==> config.mk <==
export PLATFORM = sky130hd
export DESIGN_NAME = virtual_to_physical_translator_unit
export DESIGN_NICKNAME = d
export VERILOG_FILES = /design/src/vpt_pkg.sv /design/src/vpt_ram.sv /design/src/vpt_tlb.sv /design/src/virtual_to_physical_translator_unit.sv
export SDC_FILE = /design/constraint.sdc
export NUM_CORES = 1
export LEC_CHECK = 0
export BUFFER_PORTS_ARGS = -buffer_cell sky130_fd_sc_hd__buf_4
export CORE_MARGIN = 2
export CORE_UTILIZATION = 23
export DETAILED_ROUTE_END_ITERATION = 8
export PLACE_DENSITY = 0.44
export SLEW_MARGIN = 20
export SYNTH_ARGS = -nofsm -noshare
export SYNTH_HDL_FRONTEND = slang
export SYNTH_SLANG_ARGS = --single-unit
==> constraint.sdc <==
create_clock -name clk -period 13.14 [get_ports clk]
set_input_delay 0.657 -clock clk [delete_from_list [all_inputs] [get_ports clk]]
set_output_delay 0.657 -clock clk [all_outputs]
set_load 0.01 [all_outputs]
==> src/vpt_pkg.sv <==
`timescale 1ns / 1ps
`default_nettype none
// ----------------------------------------------------------------------------
// vpt_pkg
// Shared types and constants of the virtual to physical translator.
// ----------------------------------------------------------------------------
package vpt_pkg;

	// page size must be a power of two: page number and offset are a bit split
	localparam int PAGE_BYTES  = 128;
	localparam int OFFSET_W    = $clog2(PAGE_BYTES);
	localparam int TLB_SLOTS   = 4;
	localparam int TLB_IW      = (TLB_SLOTS > 1) ? $clog2(TLB_SLOTS) : 1;
	localparam int FRAME_COUNT = 32;
	localparam int TABLE_DEPTH = 64;
	localparam int PT_AW       = (TABLE_DEPTH > 1) ? $clog2(TABLE_DEPTH) : 1;

	localparam int OP_W          = 3;
	localparam int STATUS_W      = 3;
	localparam int INDEX_W       = 6;
	localparam int VPAGE_W       = 25;
	localparam int FRAME_W       = 8;
	localparam int PHYS_W        = 12;
	localparam int TABLE_PAGES_W = 7;
	localparam int PT_ENT_W      = FRAME_W + 2;

	localparam logic [TABLE_PAGES_W-1:0] TABLE_PAGES_RST = 7'd64;

	// register map, selected by paddr[2]
	localparam logic REG_USE_TLB     = 1'b0;
	localparam logic REG_TABLE_PAGES = 1'b1;

	typedef enum logic [OP_W-1:0] {
		OP_XLATE  = 3'd0,
		OP_WR_PT  = 3'd1,
		OP_WR_TLB = 3'd2,
		OP_RD_PT  = 3'd3,
		OP_RD_TLB = 3'd4
	} op_t;

	typedef enum logic [STATUS_W-1:0] {
		ST_OK      = 3'd0,
		ST_BOUND   = 3'd1,
		ST_INVALID = 3'd2,
		ST_MISS    = 3'd3,
		ST_FRAME   = 3'd4
	} status_t;

	typedef struct packed {
		logic               valid;
		logic               use_bit;
		logic [FRAME_W-1:0] frame;
	} pt_ent_t;

	typedef struct packed {
		logic               valid;
		logic               use_bit;
		logic [VPAGE_W-1:0] vpage;
		logic [FRAME_W-1:0] frame;
	} tlb_ent_t;

	typedef struct packed {
		logic              wr_en;
		logic              set_use;
		logic [TLB_IW-1:0] idx;
		tlb_ent_t          wdata;
	} tlb_cmd_t;

	typedef struct packed {
		logic              hit;
		tlb_ent_t          hit_ent;
		tlb_ent_t          rd_ent;
	} tlb_rsp_t;

endpackage
`default_nettype wire

==> src/vpt_ram.sv <==
`timescale 1ns / 1ps
`default_nettype none
// ----------------------------------------------------------------------------
// vpt_ram
// Generic single-port-write, single-port-read RAM with registered read data.
// ----------------------------------------------------------------------------
module vpt_ram #(
	parameter int WIDTH = 8,
	parameter int DEPTH = 16,
	localparam int AW = (DEPTH > 1) ? $clog2(DEPTH) : 1
) (
	input  wire logic             clk,
	input  wire logic             we,
	input  wire logic [AW-1:0]    waddr,
	input  wire logic [WIDTH-1:0] wdata,
	input  wire logic             re,
	input  wire logic [AW-1:0]    raddr,
	output logic      [WIDTH-1:0] rdata
);
	logic [WIDTH-1:0] mem_q [DEPTH];
	logic [WIDTH-1:0] rdata_q;

	always_ff @(posedge clk) begin
		if (we) begin
			mem_q[waddr] <= wdata;
		end
		if (re) begin
			rdata_q <= mem_q[raddr];
		end
	end

	assign rdata = rdata_q;

endmodule
`default_nettype wire

==> src/vpt_tlb.sv <==
`timescale 1ns / 1ps
`default_nettype none
// ----------------------------------------------------------------------------
// vpt_tlb
// Fully associative TLB in flops: parallel search, indexed read and write,
// use-bit update of the matching slot.
// ----------------------------------------------------------------------------
module vpt_tlb
	import vpt_pkg::*;
(
	input  wire logic        clk,
	input  wire logic        arst_n,
	input  wire tlb_cmd_t    cmd,
	input  wire logic [31:0] lookup_vpn,
	output tlb_rsp_t         rsp
);
	tlb_ent_t          slot_q [TLB_SLOTS];
	logic              hit;
	logic [TLB_IW-1:0] hit_slot;

	// lowest matching slot wins
	always_comb begin
		hit      = 1'b0;
		hit_slot = '0;
		for (int i = TLB_SLOTS - 1; i >= 0; i--) begin
			if (slot_q[i].valid && (32'(slot_q[i].vpage) == lookup_vpn)) begin
				hit      = 1'b1;
				hit_slot = TLB_IW'(i);
			end
		end
	end

	always_ff @(posedge clk or negedge arst_n) begin
		if (!arst_n) begin
			for (int i = 0; i < TLB_SLOTS; i++) begin
				slot_q[i] <= '0;
			end
		end else if (cmd.wr_en) begin
			slot_q[cmd.idx] <= cmd.wdata;
		end else if (cmd.set_use && hit) begin
			slot_q[hit_slot].use_bit <= 1'b1;
		end
	end

	assign rsp.hit     = hit;
	assign rsp.hit_ent = slot_q[hit_slot];
	assign rsp.rd_ent  = slot_q[cmd.idx];

endmodule
`default_nettype wire

==> src/virtual_to_physical_translator_unit.sv <==
`timescale 1ns / 1ps
`default_nettype none
// ----------------------------------------------------------------------------
// virtual_to_physical_translator_unit
// Address translator with a linear page table in RAM and a small TLB.
// ----------------------------------------------------------------------------
// Usage:
//   Command channel: an item (op, vaddr, entry_*) is taken at a clock edge
//   with start high and busy low. Ops translate, write or read entries.
//   Result channel: done is high for one cycle with status, phys_addr and
//   rd_* valid; the receiver cannot stall, so it must take the item then.
//   Config: APB port, use_tlb at 0x0, table_pages at 0x4; write only while
//   no item is in flight.
// Flow:
//   An accepted item is held in the stage 1 registers and its result is
//   registered in the output registers. busy is high for the cycle after
//   accept, so no new item is taken while one is in stage 1. This is set by
//   the page-table RAM: read at accept, modify and write back (use bit,
//   entry write) from stage 1, before the next read is issued.
// Reset:
//   arst_n clears both tables (page table by per-entry written flags, TLB
//   directly), sets use_tlb to 0 and table_pages to 64. No clearing pass;
//   items are taken from the first cycle after reset.
// ----------------------------------------------------------------------------
module virtual_to_physical_translator_unit
	import vpt_pkg::*;
(
	input  wire logic                clk,
	input  wire logic                arst_n,
	// configuration
	input  wire logic                psel,
	input  wire logic                penable,
	input  wire logic                pwrite,
	input  wire logic [2:0]          paddr,
	input  wire logic [31:0]         pwdata,
	output logic      [31:0]         prdata,
	output logic                     pready,
	// command
	input  wire logic                start,
	output logic                     busy,
	input  wire logic [OP_W-1:0]     op,
	input  wire logic [31:0]         vaddr,
	input  wire logic [INDEX_W-1:0]  entry_index,
	input  wire logic                entry_valid,
	input  wire logic [VPAGE_W-1:0]  entry_vpage,
	input  wire logic [FRAME_W-1:0]  entry_frame,
	input  wire logic                entry_use,
	// result
	output logic                     done,
	output logic [STATUS_W-1:0]      status,
	output logic [PHYS_W-1:0]        phys_addr,
	output logic                     rd_valid,
	output logic [VPAGE_W-1:0]       rd_vpage,
	output logic [FRAME_W-1:0]       rd_frame,
	output logic                     rd_use
);
	// config registers
	logic                     use_tlb_q;
	logic [TABLE_PAGES_W-1:0] table_pages_q;
	logic                     cfg_wr;

	assign pready = 1'b1;
	assign cfg_wr = psel && penable && pwrite;

	always_ff @(posedge clk or negedge arst_n) begin
		if (!arst_n) begin
			use_tlb_q     <= 1'b0;
			table_pages_q <= TABLE_PAGES_RST;
		end else if (cfg_wr) begin
			unique case (paddr[2])
				REG_USE_TLB:     use_tlb_q     <= pwdata[0];
				REG_TABLE_PAGES: table_pages_q <= pwdata[TABLE_PAGES_W-1:0];
				default: ;
			endcase
		end
	end

	always_comb begin
		unique case (paddr[2])
			REG_USE_TLB:     prdata = {31'b0, use_tlb_q};
			REG_TABLE_PAGES: prdata = 32'(table_pages_q);
			default:         prdata = '0;
		endcase
	end

	// accept and stage 1
	logic                    accept;
	logic                    v_s1;
	op_t                     op_s1;
	logic [31:0]             vaddr_s1;
	logic [INDEX_W-1:0]      idx_s1;
	logic                    valid_s1;
	logic [VPAGE_W-1:0]      vpage_s1;
	logic [FRAME_W-1:0]      frame_s1;
	logic                    use_s1;
	logic                    pt_init_s1;
	logic [PT_AW-1:0]        pt_addr_s1;
	logic [PT_AW-1:0]        pt_raddr;
	logic [31:0]             in_vpn;
	logic [TABLE_DEPTH-1:0]  pt_init_q;

	assign accept = start && !busy;
	assign busy   = v_s1;
	assign in_vpn = vaddr >> OFFSET_W;
	assign pt_raddr = (op_t'(op) == OP_XLATE) ? in_vpn[PT_AW-1:0] : PT_AW'(entry_index);

	always_ff @(posedge clk or negedge arst_n) begin
		if (!arst_n) begin
			v_s1 <= 1'b0;
		end else begin
			v_s1 <= accept;
		end
	end

	always_ff @(posedge clk) begin
		if (accept) begin
			op_s1      <= op_t'(op);
			vaddr_s1   <= vaddr;
			idx_s1     <= entry_index;
			valid_s1   <= entry_valid;
			vpage_s1   <= entry_vpage;
			frame_s1   <= entry_frame;
			use_s1     <= entry_use;
			pt_addr_s1 <= pt_raddr;
			pt_init_s1 <= pt_init_q[pt_raddr];
		end
	end

	// page table RAM
	logic                pt_we;
	logic [PT_AW-1:0]    pt_waddr;
	pt_ent_t             pt_wdata;
	logic [PT_ENT_W-1:0] pt_rdata;
	pt_ent_t             pt_ent;

	vpt_ram #(
		.WIDTH (PT_ENT_W),
		.DEPTH (TABLE_DEPTH)
	) u_pt_ram (
		.clk   (clk),
		.we    (pt_we),
		.waddr (pt_waddr),
		.wdata (pt_wdata),
		.re    (accept),
		.raddr (pt_raddr),
		.rdata (pt_rdata)
	);

	// never-written entries read as cleared
	assign pt_ent = pt_init_s1 ? pt_ent_t'(pt_rdata) : '0;

	always_ff @(posedge clk or negedge arst_n) begin
		if (!arst_n) begin
			pt_init_q <= '0;
		end else if (pt_we) begin
			pt_init_q[pt_waddr] <= 1'b1;
		end
	end

	// TLB
	tlb_cmd_t    tlb_cmd;
	tlb_rsp_t    tlb_rsp;
	logic [31:0] vpn_s1;

	assign vpn_s1 = vaddr_s1 >> OFFSET_W;

	vpt_tlb u_tlb (
		.clk        (clk),
		.arst_n     (arst_n),
		.cmd        (tlb_cmd),
		.lookup_vpn (vpn_s1),
		.rsp        (tlb_rsp)
	);

	// result and write-back
	status_t             res_status;
	logic [PHYS_W-1:0]   res_paddr;
	logic                res_rd_valid;
	logic [VPAGE_W-1:0]  res_rd_vpage;
	logic [FRAME_W-1:0]  res_rd_frame;
	logic                res_rd_use;
	logic [31:0]         bound;
	logic [OFFSET_W-1:0] offset_s1;
	logic                pt_idx_ok;
	logic                tlb_idx_ok;

	assign offset_s1  = vaddr_s1[OFFSET_W-1:0];
	assign bound      = (32'(table_pages_q) > 32'(TABLE_DEPTH)) ? 32'(TABLE_DEPTH)
	                                                            : 32'(table_pages_q);
	assign pt_idx_ok  = 32'(idx_s1) < 32'(TABLE_DEPTH);
	assign tlb_idx_ok = 32'(idx_s1) < 32'(TLB_SLOTS);

	always_comb begin
		res_status   = ST_OK;
		res_paddr    = '0;
		res_rd_valid = 1'b0;
		res_rd_vpage = '0;
		res_rd_frame = '0;
		res_rd_use   = 1'b0;
		pt_we        = 1'b0;
		pt_waddr     = pt_addr_s1;
		pt_wdata     = '{valid: valid_s1, use_bit: use_s1, frame: frame_s1};
		tlb_cmd      = '0;
		tlb_cmd.idx  = TLB_IW'(idx_s1);
		tlb_cmd.wdata = '{valid: valid_s1, use_bit: use_s1, vpage: vpage_s1,
		                  frame: frame_s1};
		unique case (op_s1)
			OP_XLATE: begin
				if (use_tlb_q) begin
					if (!tlb_rsp.hit) begin
						res_status = ST_MISS;
					end else if (32'(tlb_rsp.hit_ent.frame) >= 32'(FRAME_COUNT)) begin
						res_status = ST_FRAME;
					end else begin
						res_paddr       = PHYS_W'((32'(tlb_rsp.hit_ent.frame) << OFFSET_W)
						                          + 32'(offset_s1));
						tlb_cmd.set_use = v_s1;
					end
				end else begin
					if (vpn_s1 >= bound) begin
						res_status = ST_BOUND;
					end else if (!pt_ent.valid) begin
						res_status = ST_INVALID;
					end else if (32'(pt_ent.frame) >= 32'(FRAME_COUNT)) begin
						res_status = ST_FRAME;
					end else begin
						res_paddr        = PHYS_W'((32'(pt_ent.frame) << OFFSET_W)
						                           + 32'(offset_s1));
						// set use bit by read-modify-write
						pt_we            = v_s1;
						pt_wdata         = pt_ent;
						pt_wdata.use_bit = 1'b1;
					end
				end
			end
			OP_WR_PT: begin
				pt_we    = v_s1 && pt_idx_ok;
				pt_waddr = PT_AW'(idx_s1);
			end
			OP_WR_TLB: begin
				tlb_cmd.wr_en = v_s1 && tlb_idx_ok;
			end
			OP_RD_PT: begin
				if (pt_idx_ok) begin
					res_rd_valid = pt_ent.valid;
					res_rd_frame = pt_ent.frame;
					res_rd_use   = pt_ent.use_bit;
				end
			end
			OP_RD_TLB: begin
				if (tlb_idx_ok) begin
					res_rd_valid = tlb_rsp.rd_ent.valid;
					res_rd_vpage = tlb_rsp.rd_ent.vpage;
					res_rd_frame = tlb_rsp.rd_ent.frame;
					res_rd_use   = tlb_rsp.rd_ent.use_bit;
				end
			end
			default: ;
		endcase
	end

	// output registers
	logic                done_q;
	logic [STATUS_W-1:0] status_q;
	logic [PHYS_W-1:0]   paddr_q;
	logic                rd_valid_q;
	logic [VPAGE_W-1:0]  rd_vpage_q;
	logic [FRAME_W-1:0]  rd_frame_q;
	logic                rd_use_q;

	always_ff @(posedge clk or negedge arst_n) begin
		if (!arst_n) begin
			done_q <= 1'b0;
		end else begin
			done_q <= v_s1;
		end
	end

	always_ff @(posedge clk) begin
		if (v_s1) begin
			status_q   <= res_status;
			paddr_q    <= res_paddr;
			rd_valid_q <= res_rd_valid;
			rd_vpage_q <= res_rd_vpage;
			rd_frame_q <= res_rd_frame;
			rd_use_q   <= res_rd_use;
		end
	end

	assign done      = done_q;
	assign status    = status_q;
	assign phys_addr = paddr_q;
	assign rd_valid  = rd_valid_q;
	assign rd_vpage  = rd_vpage_q;
	assign rd_frame  = rd_frame_q;
	assign rd_use    = rd_use_q;

endmodule
`default_nettype wire

# After elaboration in Yosys (flattened, before gate mapping)

Memory sizes are Yosys's and may differ from the RTL's. A register that Yosys moved wholly into a read port is not among the register bits.
Cells that the tools add are included.

$add $sub $neg: 2
$lt $le $gt $ge: 12
Eq/ne operators: 8
Muxes and demuxes: 66
Bitwise gates (word level): 4
Reduce and logical (&&, ||, !) cells: 19

Operator list:

| operator             | number |
|---|---|
| $bwmux W140          | 2 |
| $mux W140            | 2 |
| $bmux W35 S2         | 2 |
| $demux W35 S2        | 2 |
| $mux W35             | 3 |
| $eq A25 B25 Y1       | 4 |
| $mux W12             | 6 |
| $or A64 B64 Y64      | 1 |
| $pmux W32 S2         | 1 |
| $mux W10             | 6 |
| $mux W34             | 1 |
| $ge A25 B7 Y1        | 1 |
| $add A12 B7 Y12      | 2 |
| $mux W8              | 3 |
| $mux W1              | 19 |
| $mux W3              | 6 |
| $ge A8 B6 Y1 const B | 2 |
| $pmux W8 S2          | 1 |
| $lt A6 B7 Y1 const B | 2 |
| $logic_and A1 B1 Y1  | 12 |
| $mux W6              | 2 |
| $mux W2              | 4 |
| $gt A7 B7 Y1 const B | 1 |
| $mux W7              | 1 |
| 16 further kinds     | 25 |

Bits in registers: 347
Bits in writable memories: 640
Output and inout bits: 85
Logic and storage cells: 148
Memories: 1

Memories:

| memory         | words | bits a word | rd ports | clocked after Yosys merged registers in | write ports | RTL line      | text |
|---|---|---|---|---|---|---|---|
| u_pt_ram.mem_q | 64    | 10          | 1        | 1                                       | 1           | vpt_ram.sv:20 | `logic [WIDTH-1:0] mem_q [DEPTH];` |

# Logic depth before layout (Yosys ltp)

Gate-level depths: netlist of run 1.

Depth in word-level cells: 18
Depth in mapped cells: 13

# Modules after synthesis

Synthesis of run 1 repeated with hierarchy kept, for this count alone.

Cells, all modules: 2755
Area, all modules: 43535.5 um2

By module, submodules not included:

| module                              | times used | cells each | area each (um2) |
|---|---|---|---|
| vpt_ram                             | 1          | 1118       | 25201.7 |
| virtual_to_physical_translator_unit | 1          | 782        | 9291.4 |
| vpt_tlb                             | 1          | 855        | 9042.4 |

# Worst setup path before layout of run 1

OpenSTA, ideal clock, no wires.

Path type: register to register
Start point: reg v_s1, in the netlist busy
End point: reg v_s1, in the netlist busy
Setup time: 0.557 ns
Data arrival time: 5.485 ns
Slack: 7.098 ns
Stages on the path, launching flop included: 3
Path buffers: 1
Clock period less this slack: 6.042 ns
Path through: dfrtp_1 clkbuf_1 nor2b_1

Cells in the longest elaborated chain, start to end: 2

Ends and longest elaborated chain:

| item                     | RTL line                                   | text |
|---|---|---|
| start: declaration       | virtual_to_physical_translator_unit.sv:88  | `logic v_s1;` |
| start signal: assignment | virtual_to_physical_translator_unit.sv:111 | `v_s1 <= accept;` |
| $logic_not A1 Y1         | virtual_to_physical_translator_unit.sv:102 | `assign accept = start && !busy;` |
| $logic_and A1 B1 Y1      | virtual_to_physical_translator_unit.sv:102 |  |
| via accept               | virtual_to_physical_translator_unit.sv:87  | `logic accept;` |

The timed path passes the listed nets, and every way through them passes these cells.
A chain may end at the register's enable or synchronous reset.

# Worst setup path after layout of run 1

Start point: in op[1]
End point: reg u_pt_ram.rdata_q[2], in the netlist u_pt_ram.rdata[2] (read register of u_pt_ram.mem_q) (data pin)

Cells in the longest elaborated chain, start to end: 2

Ends and longest elaborated chain:

| item               | RTL line                                   | text |
|---|---|---|
| start: declaration | virtual_to_physical_translator_unit.sv:41  | `input wire logic [OP_W-1:0] op,` |
| $logic_not A3 Y1   | virtual_to_physical_translator_unit.sv:105 | `assign pt_raddr = (op_t'(op) == OP_XLATE) ? in_vpn[PT_AW-1:0] : PT_AW'(entry_index);` |
| $mux W6            | virtual_to_physical_translator_unit.sv:105 |  |
| end: declaration   | vpt_ram.sv:21                              | `logic [WIDTH-1:0] rdata_q;` |

No other way between the ends.

==> results by group, run 1 <==
Setup path
  – Crit path launch type: primary input
  – Crit path capture type: flip-flop
  – Critical Path Fanout Max: 56
  – CP Class: in -> reg
  – CP required: 13610 ps
  – Worst EP arrival: 5530 ps

Yosys
  – Synthesis-stage register bit count: 997
  – Count of flip-flops with a built-in enable after synthesis: 783
  – Syn_area_per_cell: 12.9 um^2
  – Synth warn: 0
  – Synth Area in Adders: 0.204%
  – Compound-Gate Fraction of Synth Area: 7.65%
  – Mapped Cells: 3333
  – Synth top area cells: edfxtp_1 (55%), dfrtp_1 (12%), nand2_1 (6.4%)
  – Yosys top cell by area: edfxtp_1
  – Xor/xnor share of the synthesized area: 2.04%
  – Mux contribution to synthesized area: 6.06%
  – Register area share after synthesis: 67.2%
  – Post-Synth Simple-Gate Area: 13.6%
  – Synth cell types: 70
  – Post-Synthesis Cell Area: 42900 um^2
  – Ys async rst share: 21.5%
  – Yosys top cell area share: 54.8%
  – Synth Flop Type: edfxtp_1
  – Largest family of logic cells by synthesized area: simple AND/OR/NAND/NOR gates

Clock tree
  – CTS root buf: clkbuf_16
  – CTS Sinks: 997
  – Post-CTS sizing: 0
  – Clock Latency Late Sink: 770 ps
  – Hold buffer count at cts: 5
  – CTS tree: yes
  – Postcts setup bufs: 0
  – Clock Tree Buf Depth: 3
  – Inserted Clock Buffers: 112
  – CTS clk-pin slew, worst paths: 60 ps
  – CTS H-tree depth: 3

Floorplanning
  – Die width: 436 um
  – Total die area: 190000 um^2
  – Core outline area: 185000 um^2
  – Row cnt: 158
  – I/O pins: 202
  – Initial core utilization: 23.2%
  – Die Y: 436 um

Placement
  – Port buffer count: 148
  – DP HPWL: 83.2 mm
  – RePlAce Congestion: 0.824

Drt
  – Final wirelength: 138 mm
  – DRC viols: 0
  – Routed WL per cell: 22.8 um
  – Vias per cell: 4.60
  – First-pass DRT Iterations: 7
  – Initial DRC Count: 2455
  – Via count: 27800
  – ANT nets after route: 0

Global route
  – Remaining global-route overflow: 0
  – Initial antenna violation count: 5
  – GRT Util Overall: 14.1%
  – Pin count of the biggest net entering global routing: 148
  – Vias in the first global route: 27100
  – First-pass GRT wire length: 199 mm

Outcome
  – Outcome: finished, final reports clean

STA
  – Setup Skew: 81.0 ps
  – Final Hold Vio Count: 0
  – Setup TNS: 0 ps
  – RSZ-0062 raised after global routing: no
  – Max_slew headroom: 23.2%
  – Period minus WS final: 5060 ps
  – Period utilisation layout: 38.5%
  – Worst slew pin tran: 1150 ps
  – Max Fclk: 0.198 GHz
  – Final setup vio count: 0
  – Max-slew violations: 0

Layout
  – Area grow syn2layout: 17.7%
  – Nets: 3588
  – Share of layout cells above drive strength 1: 18.0%
  – Utilization after layout: 27.3%

Power
  – Pwr Density: 142 nW/um^2
  – Leakage: 17.9 nW
  – Power Total: 7.20 mW
  – Max VDD drop: 114 uV

Flow run
  – Max Cap Viol: 0

Worst hold path
  – Worst Hold Class: in -> reg
path summary, 6_finish.rpt:
check	start	endpoint	slack, ps	cells past startpoint
max	op[1]	u_pt_ram.rdata[2]$_DFFE_PP_	8080	11
min in group asynchronous	arst_n	u_tlb.slot_q[120]$_DFFE_PN0P_	550	2
max in group asynchronous	arst_n	pt_init_q[19]$_DFFE_PN0P_	10330	4
min	vaddr[31]	vaddr_s1[31]$_DFFE_PP_	60	1
max reg2reg	vaddr_s1[7]$_DFFE_PP_	u_pt_ram.mem_q[15][2]$_DFFE_PP_	8540	11
min reg2reg	pt_init_q[27]$_DFFE_PN0P_	pt_init_q[27]$_DFFE_PN0P_	470	2
cell usage after synthesis, types with 36 or more instances:
library cell,n
and3_1,81
mux4_2,36
nand2_1,731
a311oi_1,100
nand3_1,268
a21oi_1,126
buf_4,41
edfxtp_1,783
o31ai_1,65
dfrtp_1,213
buf_2,61
clkbuf_1,125
nor2_1,45
mux2_2,139
and2_1,47
xnor2_1,76
stage by stage:
stage	hold WS (ps)	instances	cell area [um^2]	setup WS (ps)
after detailed placement	458	5825	46900	7420
final	62.8	6038	50500	8080
after global placement	451	5825	46800	7420
after global routing	27.4	6038	50500	8020
after floorplan	361	3357	43000	7100
after CTS	2.38	6037	50500	8220
layout by cell type, fill, tap and decap left out, types with 6 or more instances in the layout:
master,Yosys,routed
nor4_1,22,22
and2_1,47,43
nor3_1,23,23
clkbuf_1,125,33
inv_1,16,15
a221o_1,11,11
xor2_1,24,24
ha_1,7,7
conb_1,2,26
a31oi_1,34,34
buf_4,41,244
a311oi_1,100,100
o21ai_0,14,14
o22ai_1,6,6
o31ai_1,65,64
mux2_1,8,8
a21boi_0,12,11
nor2_1,45,40
clkinv_2,0,23
o21ai_1,11,8
o32ai_1,10,10
a22o_1,9,9
a21oi_2,0,17
edfxtp_1,783,783
clkbuf_16,0,113
a211oi_1,31,31
nand3_1,268,268
xnor2_1,76,76
nand4_1,35,35
mux4_2,36,36
bufinv_16,0,8
a21oi_1,126,109
a31o_2,11,11
and3_1,81,81
nand2_1,731,730
dfrtp_1,213,212
nand2b_1,8,6
mux2i_1,12,10
mux2_2,139,139
clkinv_1,0,15
where the power goes:
part / switching [mW] / internal (mW) / leakage (nW)
Clock: 1.34 / 1.77 / 1.76
Combinational: 0.399 / 0.170 / 6.07
Sequential: 0.0541 / 3.46 / 10.1
metal layers:
layer	wire (um)	share of wire [%]	GRT usage, %	vias up
met2	62900	46	22.1	820
met5	13	0.0094	0	-
met1	62400	45	19.4	14100
met3	7590	5.5	2.53	204
li1	-	-	-	12600
met4	4650	3.4	5.17	2
cells by family after synthesis:
| family | count (synthesis) |
|---|---|
| buf+inv | 277 |
| other cells | 2 |
| xor+xnor | 100 |
| fa+ha+maj | 7 |
| compound gates | 465 |
| simple gates | 1289 |
| mux | 196 |
| flops | 997 |
worst max-delay path: stages:
cell and delay (ps):
buf_4 130, nor3_4 470, mux2i_4 350, buf_4 630, buf_4 660, buf_4 660
and3_1 290, a311oi_1 70, a311oi_1 760, o32ai_1 370, a221o_1 340
flip-flops by register name, indices dropped and copies added (netlist names), 6 cells and up:
name	count
u_pt_ram.mem_q	640
u_tlb.slot_q	140
pt_init_q	64
vaddr_s1	32
rd_vpage	25
vpage_s1	25
phys_addr	12
u_pt_ram.rdata	10
frame_s1	8
rd_frame	8
table_pages_q	7
idx_s1	6
pt_addr_s1	6
cell type report:
cell class / count / area (um^2)
clock inverter: 57 / 589
inverter: 19 / 86.3
tap: 2480 / 3100
multi-input combinational: 2083 / 13000
clock buffer: 150 / 3010
antenna: 1 / 2.50
fill: 19300 / 135000
sequential: 997 / 28900
timing repair buffer: 251 / 1920
(Power assumes the default switching activity.)
==> run 2: changes to the inputs <==
--- a/config.mk
+++ b/config.mk
@@ -9,7 +9,7 @@
 export CORE_MARGIN = 2
 export CORE_UTILIZATION = 23
 export DETAILED_ROUTE_END_ITERATION = 8
-export PLACE_DENSITY = 0.44
+export PLACE_DENSITY = 0.45
 export SLEW_MARGIN = 20
 export SYNTH_ARGS = -nofsm -noshare
 export SYNTH_HDL_FRONTEND = slang
==> constraint.sdc (replaced) <==
create_clock -name clk -period 4.5 [get_ports clk]
set_input_delay 0.225 -clock clk [delete_from_list [all_inputs] [get_ports clk]]
set_output_delay 0.225 -clock clk [all_outputs]
set_load 0.01 [all_outputs]
==> run 2 against run 1 <==
Against the previous run:
- power grew to 3.1 times the previous value
- sequential share of layout area decreased by 2.1 points
- critical endpoint unchanged
- core utilization up 1.0 points
- largest cell class unchanged
- highest routed layer is now met4
- clock skew is 3.4 ps higher
- sequential power rose to 2.9 times the previous value
- die area stayed put
- critical path depth rose by 2
- worst setup slack worse by 7500 ps
==> results by group, run 2 (synthesized netlist as in run 1, its figures left out) <==
Outcome
  – Outcome: finished, final reports clean

Placement
  – Port buffer count: 148 (unchanged)
  – DP HPWL: 86.9 mm (+4.5%)
  – RePlAce Congestion: 0.853 (+3.6%)

Global route
  – First-pass GRT wire length: 201 mm (+0.88%)
  – Met2 Use GR: 22.2% (+0.15 points)
  – Remaining global-route overflow: 0 (unchanged)
  – Initial antenna violation count: 1 (-4)
  – Vias in the first global route: 28100 (+3.5%)
  – M1 GR Usage: 20.0% (+0.57 points)
  – GRT Util Overall: 14.1% (about the same)
  – GR Util met3: 2.03% (-0.50 points)
  – GR peak layer: met2
  – Pin count of the biggest net entering global routing: 137 (-7.4%)

STA
  – Setup TNS: 0 ps (unchanged)
  – Max-slew violations: 0 (unchanged)
  – Final setup vio count: 0 (unchanged)
  – Max Fclk: 0.257 GHz
  – Final Hold Vio Count: 0 (unchanged)
  – Worst slew pin tran: 1050 ps (-102 ps)
  – Max_slew headroom: 30.0% (+6.7 points)
  – Setup Skew: 84.5 ps (+3.43 ps)
  – Period minus WS final: 3890 ps
  – Period utilisation layout: 86.4%
  – RSZ-0062 raised after global routing: no

Drt
  – Routed WL per cell: 22.2 um (-2.5%)
  – Final wirelength: 138 mm (about the same)
  – First-pass DRT Iterations: 5 (-2)
  – DRC viols: 0 (unchanged)
  – Vias per cell: 4.59 (-0.22%)
  – Initial DRC Count: 2368 (-3.5%)
  – Via count: 28500 (+2.5%)
  – ANT nets after route: 0 (unchanged)

Layout
  – Reg with most FFs: u_pt_ram.mem_q
  – Largest regs: u_pt_ram.mem_q x640, u_tlb.slot_q x140, pt_init_q x64
  – Fill count: 19100 (-0.95%)
  – Nets: 3744 (+4.3%)
  – Inserted Diodes: 0 (-1)
  – Most frequent cells in the layout: edfxtp_1 (783), nand2_1 (730), buf_4 (299)
  – Area grow syn2layout: 22.2%
  – Utilization after layout: 28.3% (+1.0 points)
  – Share of layout cells above drive strength 1: 19.2% (+1.2 points)
  – Largest register FFs: 640 (unchanged)
  – Commonest non-fill, non-tap cell in the layout: edfxtp_1

Setup path
  – Critical Path Fanout Max: 82 (+46%)
  – Buf/Inv on CP: 5 (+1)
  – Slowest CP cell: or4b_4
  – Reg-to-reg setup timing slack: 770 ps (-7770 ps)
  – Crit path launch type: primary input
  – Most frequent CP cell: buf_4
  – Reg-to-Reg End: u_pt_ram.mem_q[15][4]$_DFFE_PP_
  – Slowest cell delay on critical path: 690 ps (-70 ps)
  – FF-to-FF Start: table_pages_q[6]$_DFFE_PN1P_
  – CP Depth: 13 (+2)
  – Worst EP arrival: 4460 ps (-1070 ps)
  – Crit path capture type: flip-flop
  – Critical path cell sequence: dlygate4sd3_1 -> buf_4 -> or4b_4 -> and2_4 -> clkinv_8 -> buf_4 -> nand2_1 -> and3_1 -> a311oi_1 -> nor3_1 -> o32ai_1 -> buf_4 -> a221o_1
  – CP required: 5070 ps (-8540 ps)
  – Path depth of the worst reg2reg path: 9 (-2)
  – Top delay family on crit path: buffers and inverters
  – CP Class: in -> reg

Clock tree
  – Clock Tree Buf Depth: 3 (unchanged)
  – CTS root buf: clkbuf_16
  – CTS tree: yes
  – CTS clk-pin slew, worst paths: 60 ps (about the same)
  – Postcts setup bufs: 0 (unchanged)
  – CTS Sinks: 997 (unchanged)
  – Clock Latency Late Sink: 760 ps (about the same)
  – Post-CTS sizing: 0 (unchanged)
  – Inserted Clock Buffers: 114 (+1.8%)
  – CTS H-tree depth: 3 (unchanged)
  – Hold buffer count at cts: 87 (+82)

Floorplanning
  – Row cnt: 158 (unchanged)
  – Initial core utilization: 23.2% (unchanged)
  – Die width: 436 um (unchanged)
  – Total die area: 190000 um^2 (unchanged)
  – Die Y: 436 um (unchanged)
  – I/O pins: 202 (unchanged)
  – Core outline area: 185000 um^2 (unchanged)

Power
  – Pwr Density: 419 nW/um^2 (+190%)
  – Max VDD drop: 343 uV (+200%)
  – Leakage: 18.9 nW (+5.6%)

Flow run
  – Max Cap Viol: 0 (unchanged)

Worst hold path
  – Worst Hold Class: in -> async
[run 2: final cells by class]
class                   instances  area (um^2)  area share [%]
repair buffers                405         3490            6.65
flip-flops and latches        997        28900            55.0
clock buffers                 133         3000            5.71
inverters                      19         86.3           0.165
multi-input cells            2083        12900            24.6
clock inverters                83         1030            1.97
well taps                    2480         3100            5.91
[run 2: worst max-delay path by stage]
stage / from / endpoint
after detailed placement: op[1] / u_pt_ram.rdata[8]$_DFFE_PP_
after global routing: op[1] / u_pt_ram.rdata[8]$_DFFE_PP_
after global placement: op[1] / u_pt_ram.rdata[2]$_DFFE_PP_
after CTS: table_pages_q[6]$_DFFE_PN1P_ / u_pt_ram.mem_q[6][3]$_DFFE_PP_
after floorplan: busy$_DFF_PN0_ / frame_s1[0]$_DFFE_PP_
final: op[1] / u_pt_ram.rdata[2]$_DFFE_PP_
[run 2: worst reg2reg max path: cells and delay by family, from the launching register on]
kind,cells,cell delay [ps]
compound gates,1,430
fa+ha+maj,1,320
buf+inv,2,400
flops,1,550
mux,1,600
simple gates,4,990
[run 2: where the power goes]
part	switching (mW)	internal [mW]	total, mW
clock network	3.97	5.93	9.90
logic	1.20	0.608	1.80
registers	0.154	10.1	10.3
[run 2: routing by layer]
metal  wire length (um)  vias up
li1                   -    12900
met1              63800    14500
met2              63600      826
met3               6750      188
met4               3570        0
met5                  0        -
[run 2: stage by stage]
stage | power (mW) | setup slack, ps | hold slack [ps] | instance area (um^2) | std cells
after floorplan | 11.3 | 247 | -70.6 | 43000 | 3357
after global routing | 22.7 | 489 | 101 | 52500 | 6200
final | 22.0 | 611 | 71.2 | 52500 | 6200
after detailed placement | 12.2 | 440 | 274 | 47600 | 5897
after CTS | 22.2 | 630 | 33.2 | 52500 | 6200
after global placement | 12.2 | 435 | 276 | 47600 | 5897
